--- config.mk ---
export PLATFORM = sky130hd
export DESIGN_NAME = periodic_task_scheduler
export DESIGN_NICKNAME = d
export VERILOG_FILES = /design/src/design/pts_pkg.sv /design/src/design/pts_alu.sv /design/src/design/periodic_task_scheduler.sv
export SDC_FILE = /design/constraint.sdc
export NUM_CORES = 1
export LEC_CHECK = 0
export BUFFER_PORTS_ARGS = -buffer_cell sky130_fd_sc_hd__buf_4
export CAP_MARGIN = 25
export CORE_UTILIZATION = 59
export CTS_BUF_LIST = sky130_fd_sc_hd__clkbuf_4
export DETAILED_ROUTE_END_ITERATION = 10
export PLACE_DENSITY = 0.81
export SLEW_MARGIN = 20
export SYNTH_ARGS = -nofsm -noshare
export SYNTH_HDL_FRONTEND = slang
export SYNTH_SLANG_ARGS = --single-unit
--- constraint.sdc ---
create_clock -name i_clk -period 5.11 [get_ports i_clk]
set_input_delay 0.2555 -clock i_clk [delete_from_list [all_inputs] [get_ports i_clk]]
set_output_delay 0.2555 -clock i_clk [all_outputs]
set_load 0.05 [all_outputs]
--- src/design/pts_pkg.sv ---
// Types and constants of the periodic task scheduler.
`default_nettype none

package pts_pkg;

    localparam int SLOTS_DEF       = 8;
    localparam int PRIO_LEVELS_DEF = 8;
    localparam int CD_W            = 16;
    localparam int PRIO_W          = 3;
    localparam int ID_W            = 4;
    localparam int REQ_W           = 2;
    localparam int STATUS_W        = 2;

    typedef enum logic [REQ_W-1:0] {
        REQ_ADD    = 2'd0,
        REQ_DELETE = 2'd1,
        REQ_TICK   = 2'd2,
        REQ_PICK   = 2'd3
    } t_req;

    typedef enum logic [STATUS_W-1:0] {
        ST_OK        = 2'd0,
        ST_FULL      = 2'd1,
        ST_NOT_FOUND = 2'd2
    } t_status;

    typedef enum logic [2:0] {
        S_IDLE,
        S_DECODE,
        S_WALK,
        S_MOVE,
        S_PEND
    } t_state;

    typedef struct packed {
        logic [CD_W-1:0] a;
        logic [CD_W-1:0] b;
    } t_alu_req;

    typedef struct packed {
        logic            lt;
        logic            eq;
        logic [CD_W-1:0] dec;
    } t_alu_rsp;

endpackage

`default_nettype wire

--- src/design/pts_alu.sv ---
// Shared compare and decrement unit of the periodic task scheduler.
`default_nettype none

module pts_alu (
    input  pts_pkg::t_alu_req i_req,
    output pts_pkg::t_alu_rsp o_rsp
);
    import pts_pkg::*;

    assign o_rsp.lt  = (i_req.a < i_req.b);
    assign o_rsp.eq  = (i_req.a == i_req.b);
    assign o_rsp.dec = i_req.b - CD_W'(1);

endmodule

`default_nettype wire

--- src/design/periodic_task_scheduler.sv ---
// Top level: task table, sequencer and result registers of the periodic task scheduler.
// After accept the sequencer passes a decode state, then walks the service-order entries
// (every entry for tick and pick, up to the match and then a move state for delete, none
// for add), then scans every slot for the pending priority before the o_done strobe.
// One word in flight; the next start is taken in the o_done cycle.
// Synchronous active-low reset empties the table and returns the sequencer to idle.
`default_nettype none

module periodic_task_scheduler #(
    parameter int SLOTS           = pts_pkg::SLOTS_DEF,
    parameter int PRIORITY_LEVELS = pts_pkg::PRIO_LEVELS_DEF
) (
    input  logic                         i_clk,
    input  logic                         i_rst_n,
    input  logic                         start,
    output logic                         busy,
    output logic                         o_done,
    input  logic [pts_pkg::REQ_W-1:0]    i_req_type,
    input  logic [pts_pkg::ID_W-1:0]     i_slot_id,
    input  logic [pts_pkg::PRIO_W-1:0]   i_priority_req,
    input  logic [pts_pkg::CD_W-1:0]     i_period,
    output logic [pts_pkg::STATUS_W-1:0] o_status,
    output logic [pts_pkg::ID_W-1:0]     o_new_id,
    output logic                         o_chosen_valid,
    output logic [pts_pkg::ID_W-1:0]     o_chosen_id,
    output logic                         o_pending_valid,
    output logic [pts_pkg::PRIO_W-1:0]   o_pending_priority
);
    import pts_pkg::*;

    localparam int IW = (SLOTS > 1) ? $clog2(SLOTS) : 1;
    localparam int CW = $clog2(SLOTS + 1);
    localparam logic [PRIO_W-1:0] PMAX =
        (PRIORITY_LEVELS > 8) ? PRIO_W'(7) : PRIO_W'(PRIORITY_LEVELS - 1);
    localparam logic [CW-1:0]   SLOTS_C  = CW'(SLOTS);
    localparam logic [CW-1:0]   PEND_END = CW'(SLOTS - 1);
    localparam logic [ID_W-1:0] SLOTS_ID = ID_W'(SLOTS);

    t_state              r_state, n_state;
    t_req                r_req, n_req;
    logic [ID_W-1:0]     r_sid, n_sid;
    logic [PRIO_W-1:0]   r_prio, n_prio;
    logic [CD_W-1:0]     r_period, n_period;
    logic [SLOTS-1:0]    r_used, n_used;
    logic [SLOTS-1:0]    r_ready, n_ready;
    logic [CW-1:0]       r_count, n_count;
    logic [CW-1:0]       r_k, n_k;
    logic [IW-1:0]       r_hole, n_hole;
    logic                r_found, n_found;
    logic [IW-1:0]       r_best, n_best;
    logic [PRIO_W-1:0]   r_best_prio, n_best_prio;
    logic                r_done, n_done;
    t_status             r_status, n_status;
    logic [ID_W-1:0]     r_new_id, n_new_id;
    logic                r_cv, n_cv;
    logic [ID_W-1:0]     r_cid, n_cid;
    logic                r_pv, n_pv;
    logic [PRIO_W-1:0]   r_pp, n_pp;

    logic [PRIO_W-1:0]   r_slot_prio   [SLOTS];
    logic [CD_W-1:0]     r_slot_period [SLOTS];
    logic [CD_W-1:0]     r_countdown   [SLOTS];
    logic [IW-1:0]       r_order       [SLOTS];

    logic [IW-1:0]       k_idx;
    logic [CW-1:0]       last_c;
    logic [IW-1:0]       last_idx;
    logic [IW-1:0]       ord_raddr;
    logic [IW-1:0]       ord_rdata;
    logic [IW-1:0]       slot_idx;
    logic [PRIO_W-1:0]   cur_prio;
    logic [CD_W-1:0]     cur_cd;
    logic [CD_W-1:0]     cur_per;
    logic [ID_W-1:0]     sid_m1;
    logic [IW-1:0]       del_idx;
    logic [IW-1:0]       free_idx;
    logic                free_ok;
    logic                table_full;
    logic                walk_last;
    logic                pend_last;
    logic [PRIO_W-1:0]   sat_prio;
    logic                add_we;
    logic                cd_we;
    logic [CD_W-1:0]     cd_wdata;
    logic                order_we;
    logic [IW-1:0]       order_waddr;
    logic [IW-1:0]       order_wdata;
    t_alu_req            alu_req;
    t_alu_rsp            alu_rsp;

    pts_alu u_alu (
        .i_req (alu_req),
        .o_rsp (alu_rsp)
    );

    assign busy               = (r_state != S_IDLE);
    assign o_done             = r_done;
    assign o_status           = r_status;
    assign o_new_id           = r_new_id;
    assign o_chosen_valid     = r_cv;
    assign o_chosen_id        = r_cid;
    assign o_pending_valid    = r_pv;
    assign o_pending_priority = r_pp;

    assign k_idx      = r_k[IW-1:0];
    assign last_c     = r_count - CW'(1);
    assign last_idx   = last_c[IW-1:0];
    assign ord_raddr  = (r_state == S_MOVE) ? last_idx : k_idx;
    assign ord_rdata  = r_order[ord_raddr];
    assign slot_idx   = (r_state == S_PEND) ? k_idx : ord_rdata;
    assign cur_prio   = r_slot_prio[slot_idx];
    assign cur_cd     = r_countdown[slot_idx];
    assign cur_per    = r_slot_period[slot_idx];
    assign sid_m1     = r_sid - ID_W'(1);
    assign del_idx    = sid_m1[IW-1:0];
    assign walk_last  = (r_k == last_c);
    assign pend_last  = (r_k == PEND_END);
    assign sat_prio   = (i_priority_req > PMAX) ? PMAX : i_priority_req;
    assign table_full = !free_ok || (r_count >= SLOTS_C);

    always_comb begin
        free_idx = '0;
        free_ok  = 1'b0;
        for (int i = SLOTS - 1; i >= 0; i--) begin
            if (!r_used[i]) begin
                free_idx = IW'(i);
                free_ok  = 1'b1;
            end
        end
    end

    always_comb begin
        alu_req.a = '0;
        alu_req.b = '0;
        unique case (r_state)
            S_WALK: begin
                case (r_req)
                    REQ_TICK: begin
                        alu_req.a = CD_W'(1);
                        alu_req.b = cur_cd;
                    end
                    REQ_PICK: begin
                        alu_req.a = CD_W'(cur_prio);
                        alu_req.b = CD_W'(r_best_prio);
                    end
                    REQ_DELETE: begin
                        alu_req.a = CD_W'(ord_rdata);
                        alu_req.b = CD_W'(del_idx);
                    end
                    default: begin
                        alu_req.a = '0;
                        alu_req.b = '0;
                    end
                endcase
            end
            S_PEND: begin
                alu_req.a = CD_W'(cur_prio);
                alu_req.b = CD_W'(r_pp);
            end
            default: begin
                alu_req.a = '0;
                alu_req.b = '0;
            end
        endcase
    end

    always_comb begin
        n_state     = r_state;
        n_req       = r_req;
        n_sid       = r_sid;
        n_prio      = r_prio;
        n_period    = r_period;
        n_used      = r_used;
        n_ready     = r_ready;
        n_count     = r_count;
        n_k         = r_k;
        n_hole      = r_hole;
        n_found     = r_found;
        n_best      = r_best;
        n_best_prio = r_best_prio;
        n_done      = 1'b0;
        n_status    = r_status;
        n_new_id    = r_new_id;
        n_cv        = r_cv;
        n_cid       = r_cid;
        n_pv        = r_pv;
        n_pp        = r_pp;
        add_we      = 1'b0;
        cd_we       = 1'b0;
        cd_wdata    = cur_per;
        order_we    = 1'b0;
        order_waddr = r_hole;
        order_wdata = ord_rdata;

        unique case (r_state)
            S_IDLE: begin
                if (start) begin
                    n_req    = t_req'(i_req_type);
                    n_sid    = i_slot_id;
                    n_prio   = sat_prio;
                    n_period = i_period;
                    n_status = ST_OK;
                    n_new_id = '0;
                    n_cv     = 1'b0;
                    n_cid    = '0;
                    n_pv     = 1'b0;
                    n_pp     = '0;
                    n_k      = '0;
                    n_found  = 1'b0;
                    n_state  = S_DECODE;
                end
            end
            S_DECODE: begin
                unique case (r_req) inside
                    REQ_ADD: begin
                        if (table_full) begin
                            n_status = ST_FULL;
                        end else begin
                            add_we            = 1'b1;
                            n_used[free_idx]  = 1'b1;
                            n_ready[free_idx] = 1'b0;
                            order_we          = 1'b1;
                            order_waddr       = r_count[IW-1:0];
                            order_wdata       = free_idx;
                            n_count           = r_count + CW'(1);
                            n_new_id          = ID_W'(free_idx) + ID_W'(1);
                        end
                        n_state = S_PEND;
                    end
                    REQ_DELETE: begin
                        if (r_sid == '0 || r_sid > SLOTS_ID || !r_used[del_idx]) begin
                            n_status = ST_NOT_FOUND;
                            n_state  = S_PEND;
                        end else if (r_count == '0) begin
                            n_used[del_idx]  = 1'b0;
                            n_ready[del_idx] = 1'b0;
                            n_state          = S_PEND;
                        end else begin
                            n_state = S_WALK;
                        end
                    end
                    REQ_TICK, REQ_PICK: begin
                        n_state = (r_count == '0) ? S_PEND : S_WALK;
                    end
                endcase
            end
            S_WALK: begin
                case (r_req)
                    REQ_TICK: begin
                        if (r_used[slot_idx]) begin
                            cd_we = 1'b1;
                            if (alu_rsp.lt) begin
                                cd_wdata = alu_rsp.dec;
                            end else begin
                                cd_wdata          = cur_per;
                                n_ready[slot_idx] = 1'b1;
                            end
                        end
                    end
                    REQ_PICK: begin
                        if (r_used[slot_idx] && r_ready[slot_idx] && (!r_found || alu_rsp.lt)) begin
                            n_found     = 1'b1;
                            n_best      = slot_idx;
                            n_best_prio = cur_prio;
                        end
                        if (walk_last && n_found) begin
                            n_ready[n_best] = 1'b0;
                            n_cv            = 1'b1;
                            n_cid           = ID_W'(n_best) + ID_W'(1);
                        end
                    end
                    REQ_DELETE: begin
                        if (alu_rsp.eq) begin
                            n_hole  = k_idx;
                            n_state = S_MOVE;
                        end else if (walk_last) begin
                            n_used[del_idx]  = 1'b0;
                            n_ready[del_idx] = 1'b0;
                        end
                    end
                    default: begin
                        n_state = S_PEND;
                    end
                endcase
                if (walk_last) begin
                    n_k = '0;
                    if (n_state == S_WALK) begin
                        n_state = S_PEND;
                    end
                end else begin
                    n_k = r_k + CW'(1);
                end
            end
            S_MOVE: begin
                order_we         = 1'b1;
                order_waddr      = r_hole;
                order_wdata      = ord_rdata;
                n_count          = last_c;
                n_used[del_idx]  = 1'b0;
                n_ready[del_idx] = 1'b0;
                n_k              = '0;
                n_state          = S_PEND;
            end
            S_PEND: begin
                if (r_used[k_idx] && r_ready[k_idx] && (!r_pv || alu_rsp.lt)) begin
                    n_pv = 1'b1;
                    n_pp = cur_prio;
                end
                if (pend_last) begin
                    n_k     = '0;
                    n_done  = 1'b1;
                    n_state = S_IDLE;
                end else begin
                    n_k = r_k + CW'(1);
                end
            end
            default: begin
                n_state = S_IDLE;
            end
        endcase
    end

    always_ff @(posedge i_clk) begin
        if (!i_rst_n) begin
            r_state <= S_IDLE;
            r_req   <= REQ_ADD;
            r_used  <= '0;
            r_ready <= '0;
            r_count <= '0;
            r_k     <= '0;
            r_found <= 1'b0;
            r_done  <= 1'b0;
        end else begin
            r_state <= n_state;
            r_req   <= n_req;
            r_used  <= n_used;
            r_ready <= n_ready;
            r_count <= n_count;
            r_k     <= n_k;
            r_found <= n_found;
            r_done  <= n_done;
        end
    end

    always_ff @(posedge i_clk) begin
        r_sid       <= n_sid;
        r_prio      <= n_prio;
        r_period    <= n_period;
        r_hole      <= n_hole;
        r_best      <= n_best;
        r_best_prio <= n_best_prio;
        r_status    <= n_status;
        r_new_id    <= n_new_id;
        r_cv        <= n_cv;
        r_cid       <= n_cid;
        r_pv        <= n_pv;
        r_pp        <= n_pp;
        if (add_we) begin
            r_slot_prio[free_idx]   <= r_prio;
            r_slot_period[free_idx] <= r_period;
            r_countdown[free_idx]   <= r_period;
        end else if (cd_we) begin
            r_countdown[slot_idx] <= cd_wdata;
        end
        if (order_we) begin
            r_order[order_waddr] <= order_wdata;
        end
    end

endmodule

`default_nettype wire

==> results of run 1 <==
stage by stage:
step	hold slack, ps	instances	worst slack, ps	area, µm²	total power [µW]
after global placement	434	1896	-99.9	19200	4590
after detailed placement	435	1896	-106	19200	4610
after floorplan	354	1408	7.50	17500	4200
after global routing	184	2111	-115	21100	7360
final	205	2111	-20.6	21100	7110
after CTS	171	2083	27.8	20600	7010
Yosys cell counts, drive strengths merged, types with 5 or more instances:
cell / n / area (µm²)
a31oi: 22 / 159
buf: 36 / 206
ha: 13 / 163
or3: 8 / 50.1
edfxtp: 351 / 10500
a22oi: 30 / 225
nand3b: 5 / 50.1
or2: 6 / 37.5
a211oi: 26 / 200
o211ai: 6 / 45.0
and3: 10 / 62.6
a221oi: 16 / 140
nor3b: 11 / 93.8
o22ai: 24 / 150
o221ai: 11 / 103
nand3: 39 / 195
mux2i: 58 / 584
xnor2: 17 / 149
o21ai: 68 / 340
o32ai: 5 / 43.8
a2111oi: 6 / 52.6
mux2: 7 / 86.3
and2: 5 / 31.3
nand2b: 7 / 43.8
nor3: 32 / 160
a311oi: 7 / 61.3
nor2b: 5 / 31.3
o41ai: 5 / 70.1
a222oi: 15 / 150
nor2: 128 / 480
xor2: 9 / 78.8
dfxtp: 31 / 621
inv: 30 / 113
o221a: 7 / 78.8
a21o: 7 / 52.6
a21oi: 44 / 224
clkbuf: 46 / 173
nor4: 9 / 56.3
o311a: 6 / 60.1
nand2: 174 / 653
nand4: 5 / 31.3
timing repair:
action                                  4_1_cts  5_1_grt
endpoints found under the setup margin       32      161
pin swaps                                     0       31
gates resized for setup                       7       62
buffers inserted                              0       23
endpoints found under the hold margin        43        0
gates cloned                                  0        4
hold buffers                                 27        0
metal layers:
metal / GRT usage, % / vias to the layer above
li1: - / 6048
met2: 59.1 / 1014
met3: 6.17 / 187
met1: 45.0 / 6711
met5: 0 / -
met4: 18.1 / 0
final timing paths:
kind	from	endpoint	slack (ps)	depth (start not counted)
worst max-delay path	r_state[1]$_SDFFE_PN0P_	r_state[1]$_SDFFE_PN0P_	-20	19
worst min-delay path	i_period[5]	r_period[5]$_DFFE_PP_	210	2
worst max register to register	r_state[1]$_SDFFE_PN0P_	r_state[1]$_SDFFE_PN0P_	-20	19
worst min register to register	r_ready[3]$_SDFFE_PN0P_	r_ready[3]$_SDFFE_PN0P_	530	2
critical path: stages, from the launching register on:
cell	delay (ps)
dfxtp_1	420
nand3b_4	260
buf_4	250
mux2i_1	350
mux2i_2	140
buf_4	180
o221ai_4	330
buf_12	260
mux2i_1	250
a211oi_1	100
o21ai_0	340
o211ai_1	230
ha_1	350
nand3_2	110
nor4b_4	420
buf_4	200
a21oi_4	50
or4b_4	490
a31oi_1	180
nor4_1	60
power groups by stage:
stage	logic (µW)	clock network [µW]	registers, µW
global placement	977	0	3610
global route	1200	2600	3550
detailed placement	995	0	3610
finish	1150	2420	3550
CTS	1020	2440	3550
floorplan	568	0	3630
cell families after synthesis:
| family | Yosys count | synth area share [%] |
|---|---|---|
| flops | 382 | 63.9 |
| fa+ha+maj | 13 | 0.932 |
| buf+inv | 113 | 2.84 |
| simple gates | 458 | 12.1 |
| compound gates | 347 | 14.5 |
| mux | 69 | 4.36 |
| xor+xnor | 26 | 1.30 |
state kept, by name (all words and copies together) (netlist names), 8 cells and up:
| name | count |
|---|---|
| r_slot_prio | 24 |
| r_period | 16 |
| r_slot_period | 128 |
| r_countdown | 128 |
| r_used | 8 |
| r_order | 24 |
| r_ready | 8 |
layout make-up:
class	instances	area, µm²	area share [%]
Antenna cell	1	2.50	0.0118
Timing Repair Buffer	239	2020	9.59
Multi-Input combinational cell	914	6210	29.4
Clock buffer	133	998	4.73
Sequential cell	382	11200	52.9
Clock inverter	27	126	0.598
Tap cell	384	480	2.28
Inverter	31	116	0.551
==> impl_results.md, run 1 <==
* Residual DRC at 0
* Worst Tran Pin Value at about 1100 ps
* Setup WS post-layout at -20.6 ps
* Commonest non-fill, non-tap cell in the layout: edfxtp_1
* Achievable Freq at slightly below 0.2 GHz
* TritonCTS Buffers at 93
* Highest metal layer with signal wires: met4
* Fillers at slightly below 2000
* Max IR drop VDD at roughly 0.00026 V
* Setup TNS at -20.6 ps
* Top-level port count at 45
* RD Place Congestion at 0.982
* CTS clk-pin slew, worst paths at 80 ps
* Antenna-violating nets left at 0
* Total iterations of the first detailed-routing run at 6
* First-pass GRT wire length at 80300 µm
* DR vias/cell at between 6 and 7
* CTS tree: built
* Final setup viols at 1
* Power density cells at around 340 nW/µm²
* Final net count at roughly 1700
* Number of global-route vias before repair at between 10000 and 15000
* Vias at roughly 14000
* Layout Area Growth over Synthesis at 21.0%
* Deepest clock path buffer count at 3
* Most frequent cells in the layout: 351 x edfxtp_1, 197 x buf_4, 171 x nand2_1, 133 x clkbuf_4, 112 x nor2_1
* Type of origin of the critical path: flip-flop
* Unrepaired setup endpoints after global routing: true
* Initial core utilization at just over 60%
* Placeable Area at just under 30000 µm²
* Antenna violations before repair at 1
* CP arrival at ~5700 ps
* Dpl hpwl at approximately 35000 µm
* Rel. slew slack at between 20% and 30%
* Final hold violations at 0
* Die ar. at a little over 30000 µm²
* Syn avg cell area at around 12 µm²
* Syn_nets at between 1000 and 1500
* FP Rows at 62
* Logic pwr share at 16.1%
* Post-synth cell types at slightly below 90
* Failing checks: setup timing
* Flop and latch count out of synthesis at between 300 and 400
* Endpoint class of the critical path: flip-flop
* Switch share at approximately 28%
* Metal3 WL at around 5500 µm
* Status: finished, violations left
* NetSw at 1980 µW
* Gate Count Post-Synth at around 1400
* Port Buf Inserts at 44
* # clock sinks at roughly 380
* H-tree level count at 3
* Clk pwr share at about a third
* Routed length on met2 at approximately 27000 µm
* Final core utilization at between 70% and 80%
* Cell Area, Synth at ~17000 µm²
* Ys Warns at 0
* LEAKAGE at roughly 0.0075 µW
* Number of max-cap violations at 0
* 1st-iter DRT viols at about 2100
* GRT overflow at 0
* Worst skew pair latency at between 700 and 800 ps
* Internal power at a little over 5000 µW
* Hold Path Class: in -> reg
* Pin count of the biggest net entering global routing at 36
* Sequential Power Share at 49.9%
* Tcrit/Tclk final at 100%
* Die width at ~170 µm
* Ys flop type: edfxtp_1
* Clk_skew at 42.6 ps
* WL/cell at 25.8 µm
* Setup CP Type: reg -> reg
* Crit-path max FO at 28
* Root Driver: clkbuf_4
* Total Routed Length at 54400 µm
* DIE HEIGHT at between 150 and 200 µm
* WL met1 at about 20000 µm
* Synth async-reset ratio at 0%
* Gr usage total at between 30% and 40%
* Final min period at around 5100 ps
* Post-synth EDFFs at roughly 350
* Fin. max-slew vios at 0
* Proportion of layout cells with a drive suffix above 1 at about 27%
* Sequential area share after synthesis at 63.9%
* Worst EP required at roughly 5700 ps
Note: power is estimated with default switching activity, not from simulation.
==> run 2: changes to the inputs <==
--- a/config.mk
+++ b/config.mk
@@ -11,6 +11,7 @@
 export CTS_BUF_LIST = sky130_fd_sc_hd__clkbuf_4
 export DETAILED_ROUTE_END_ITERATION = 10
 export PLACE_DENSITY = 0.81
+export RECOVER_POWER = 25
 export SLEW_MARGIN = 20
 export SYNTH_ARGS = -nofsm -noshare
 export SYNTH_HDL_FRONTEND = slang
==> impl_results.md, run 2 (same netlist as run 1, synthesis figures left out) <==
* LEAKAGE at 0.00752 µW (-0.31%)
* Setup TNS at -21.3 ps (-0.731 ps)
* Die width at 174 µm (unchanged)
* Worst hold slack at 225 ps (+20.4 ps)
* Setup WS post-layout at -21.3 ps (-0.731 ps)
* R2r startpoint: r_state[1]$_SDFFE_PN0P_
* Total Routed Length at 54300 µm (-0.20%)
* Proportion of layout cells with a drive suffix above 1 at 26.6% (-0.29 points)
* Tcrit/Tclk final at 100% (about the same)
* Crit path to: r_state[1]$_SDFFE_PN0P_
* Crit path launch: r_state[1]$_SDFFE_PN0P_
* Antenna violations before repair at 1 (unchanged)
* Number of global-route vias before repair at 13600 (unchanged)
* Dpl hpwl at 35100 µm (unchanged)
* RD Place Congestion at 0.982 (unchanged)
* TritonCTS Buffers at 93 (unchanged)
* Residual DRC at 0 (unchanged)
* Most frequent cells in the layout: 351 x edfxtp_1, 171 x nand2_1, 170 x buf_4, 155 x clkbuf_4, 112 x nor2_1
* Deepest clock path buffer count at 3 (unchanged)
* Final hold violations at 0 (unchanged)
* Pin count of the biggest net entering global routing at 36 (unchanged)
* Antenna-violating nets left at 0 (unchanged)
* Max IR drop VDD at 0.000255 V (-0.42%)
* H-tree level count at 3 (unchanged)
* Die ar. at 30300 µm² (unchanged)
* Clk_skew at 52.1 ps (+9.48 ps)
* FP Rows at 62 (unchanged)
* Post-layout instance area at 21100 µm² (about the same)
* Power density cells at 337 nW/µm² (about the same)
* Type of origin of the critical path: flip-flop
* CTS clk-pin slew, worst paths at 80 ps (about the same)
* Layout Area Growth over Synthesis at 20.9% (about the same)
* Achievable Freq at 0.195 GHz (about the same)
* Endpoint class of the critical path: flip-flop
* R2R depth at 19 (unchanged)
* Setup CP Type: reg -> reg
* Gr usage total at 35.5% (unchanged)
* Port Buf Inserts at 44 (unchanged)
* Crit-path max FO at 28 (unchanged)
* Hold Path Class: in -> reg
* Internal reg-to-reg setup slack at -20 ps (about the same)
* Root Driver: clkbuf_4
* Total iterations of the first detailed-routing run at 6 (unchanged)
* Fin. max-slew vios at 0 (unchanged)
* Final min period at 5130 ps (+0.731 ps)
* First-pass GRT wire length at 80300 µm (unchanged)
* DIE HEIGHT at 174 µm (unchanged)
* Hold path startpoint: i_period[5]
* Worst Tran Pin Value at 1040 ps (-43.6 ps)
* DR vias/cell at 6.63 (+0.30%)
* Placeable Area at 28900 µm² (unchanged)
* Top Registers: r_countdown x128, r_slot_period x128
* Final net count at 1702 (unchanged)
* Commonest non-fill, non-tap cell in the layout: edfxtp_1
* Unrepaired setup endpoints after global routing: true
* Number of max-cap violations at 0 (unchanged)
* 1st-iter DRT viols at 2061 (-2.6%)
* Initial core utilization at 60.3% (unchanged)
* CTS tree: built
* Worst skew pair latency at 760 ps (about the same)
* DP Area at 19200 µm² (unchanged)
* CP arrival at 5730 ps (about the same)
* Rel. slew slack at 30.3% (+2.9 points)
* # clock sinks at 382 (unchanged)
* Final setup viols at 1 (unchanged)
* R2R Path End: r_state[1]$_SDFFE_PN0P_
* Top-level port count at 45 (unchanged)
* Failing checks: setup timing
* Worst EP required at 5710 ps (about the same)
* WL/cell at 25.7 µm (-0.20%)
* Status: finished, violations left
* Vias at 14000 (+0.30%)
* GRT overflow at 0 (unchanged)
run 2: changes by cell type in the layout (fill, tap and decap cells not counted), sizes merged:
cell | before | now
buf | 210 | 183
clkbuf | 135 | 162
run 2: cell type report:
| class | count | area, µm² |
|---|---|---|
| Sequential cell | 382 | 11200 |
| Multi-Input combinational cell | 914 | 6210 |
| Antenna cell | 1 | 2.50 |
| Fill cell | 1967 | 7840 |
| Clock inverter | 27 | 126 |
| Clock buffer | 133 | 998 |
| Tap cell | 384 | 480 |
| Timing Repair Buffer | 239 | 2010 |
| Inverter | 31 | 116 |
run 2: routing by layer:
metal / routed length (µm) / up-vias / GRT usage [%]
met1: 19500 / 6728 / 45.0
met5: 0 / - / 0
met4: 2630 / 0 / 18.1
li1: - / 6046 / -
met2: 26800 / 1032 / 59.1
met3: 5460 / 196 / 6.17
run 2: critical path, cell delays in order (launching register included):
cell	delay, ps
dfxtp_1	430
nand3b_4	260
buf_4	250
mux2i_1	350
mux2i_2	150
buf_4	180
o221ai_4	330
buf_12	260
mux2i_1	250
a211oi_1	100
o21ai_0	340
o211ai_1	230
ha_1	350
nand3_2	110
nor4b_4	400
buf_4	190
a21oi_4	60
or4b_4	490
a31oi_1	180
nor4_1	60
run 2: timing repair:
item                                    CTS  global route
hold buffers                             27             0
resized for setup                         7            62
endpoints found under the setup margin   32           161
hold endpoints to repair                 43             0
pin swaps                                 0            31
setup buffers                             0            23
cloned                                    0             4
run 2: worst min path at each step:
stage / endpoint / slack [ps] / cells after the start
after detailed placement: r_period[13]$_DFFE_PP_ / 430 / 1
after global placement: r_period[10]$_DFFE_PP_ / 430 / 1
final: r_period[5]$_DFFE_PP_ / 230 / 2
after CTS: r_period[7]$_DFFE_PP_ / 170 / 2
after global routing: r_period[5]$_DFFE_PP_ / 210 / 2
after floorplan: r_period[0]$_DFFE_PP_ / 350 / 0
run 2: power by group:
| group | internal, µW | total [µW] | switching [µW] | leakage (µW) |
|---|---|---|---|---|
| clock | 1200 | 2410 | 1220 | 0.000666 |
| sequential | 3490 | 3550 | 54.6 | 0.00344 |
| combinational | 434 | 1140 | 709 | 0.00342 |
run 2: per-stage QoR:
| step | std cells | power [µW] | util [%] | worst slack, ps |
|---|---|---|---|---|
| detailed placement | 1896 | 4610 | 66.4 | -106 |
| CTS | 2083 | 7010 | 71.3 | 27.8 |
| floorplan | 1408 | 4200 | - | 7.50 |
| global placement | 1896 | 4590 | 66.4 | -99.9 |
| finish | 2111 | 7110 | 72.9 | -21.3 |
| global route | 2111 | 7350 | 72.9 | -115 |
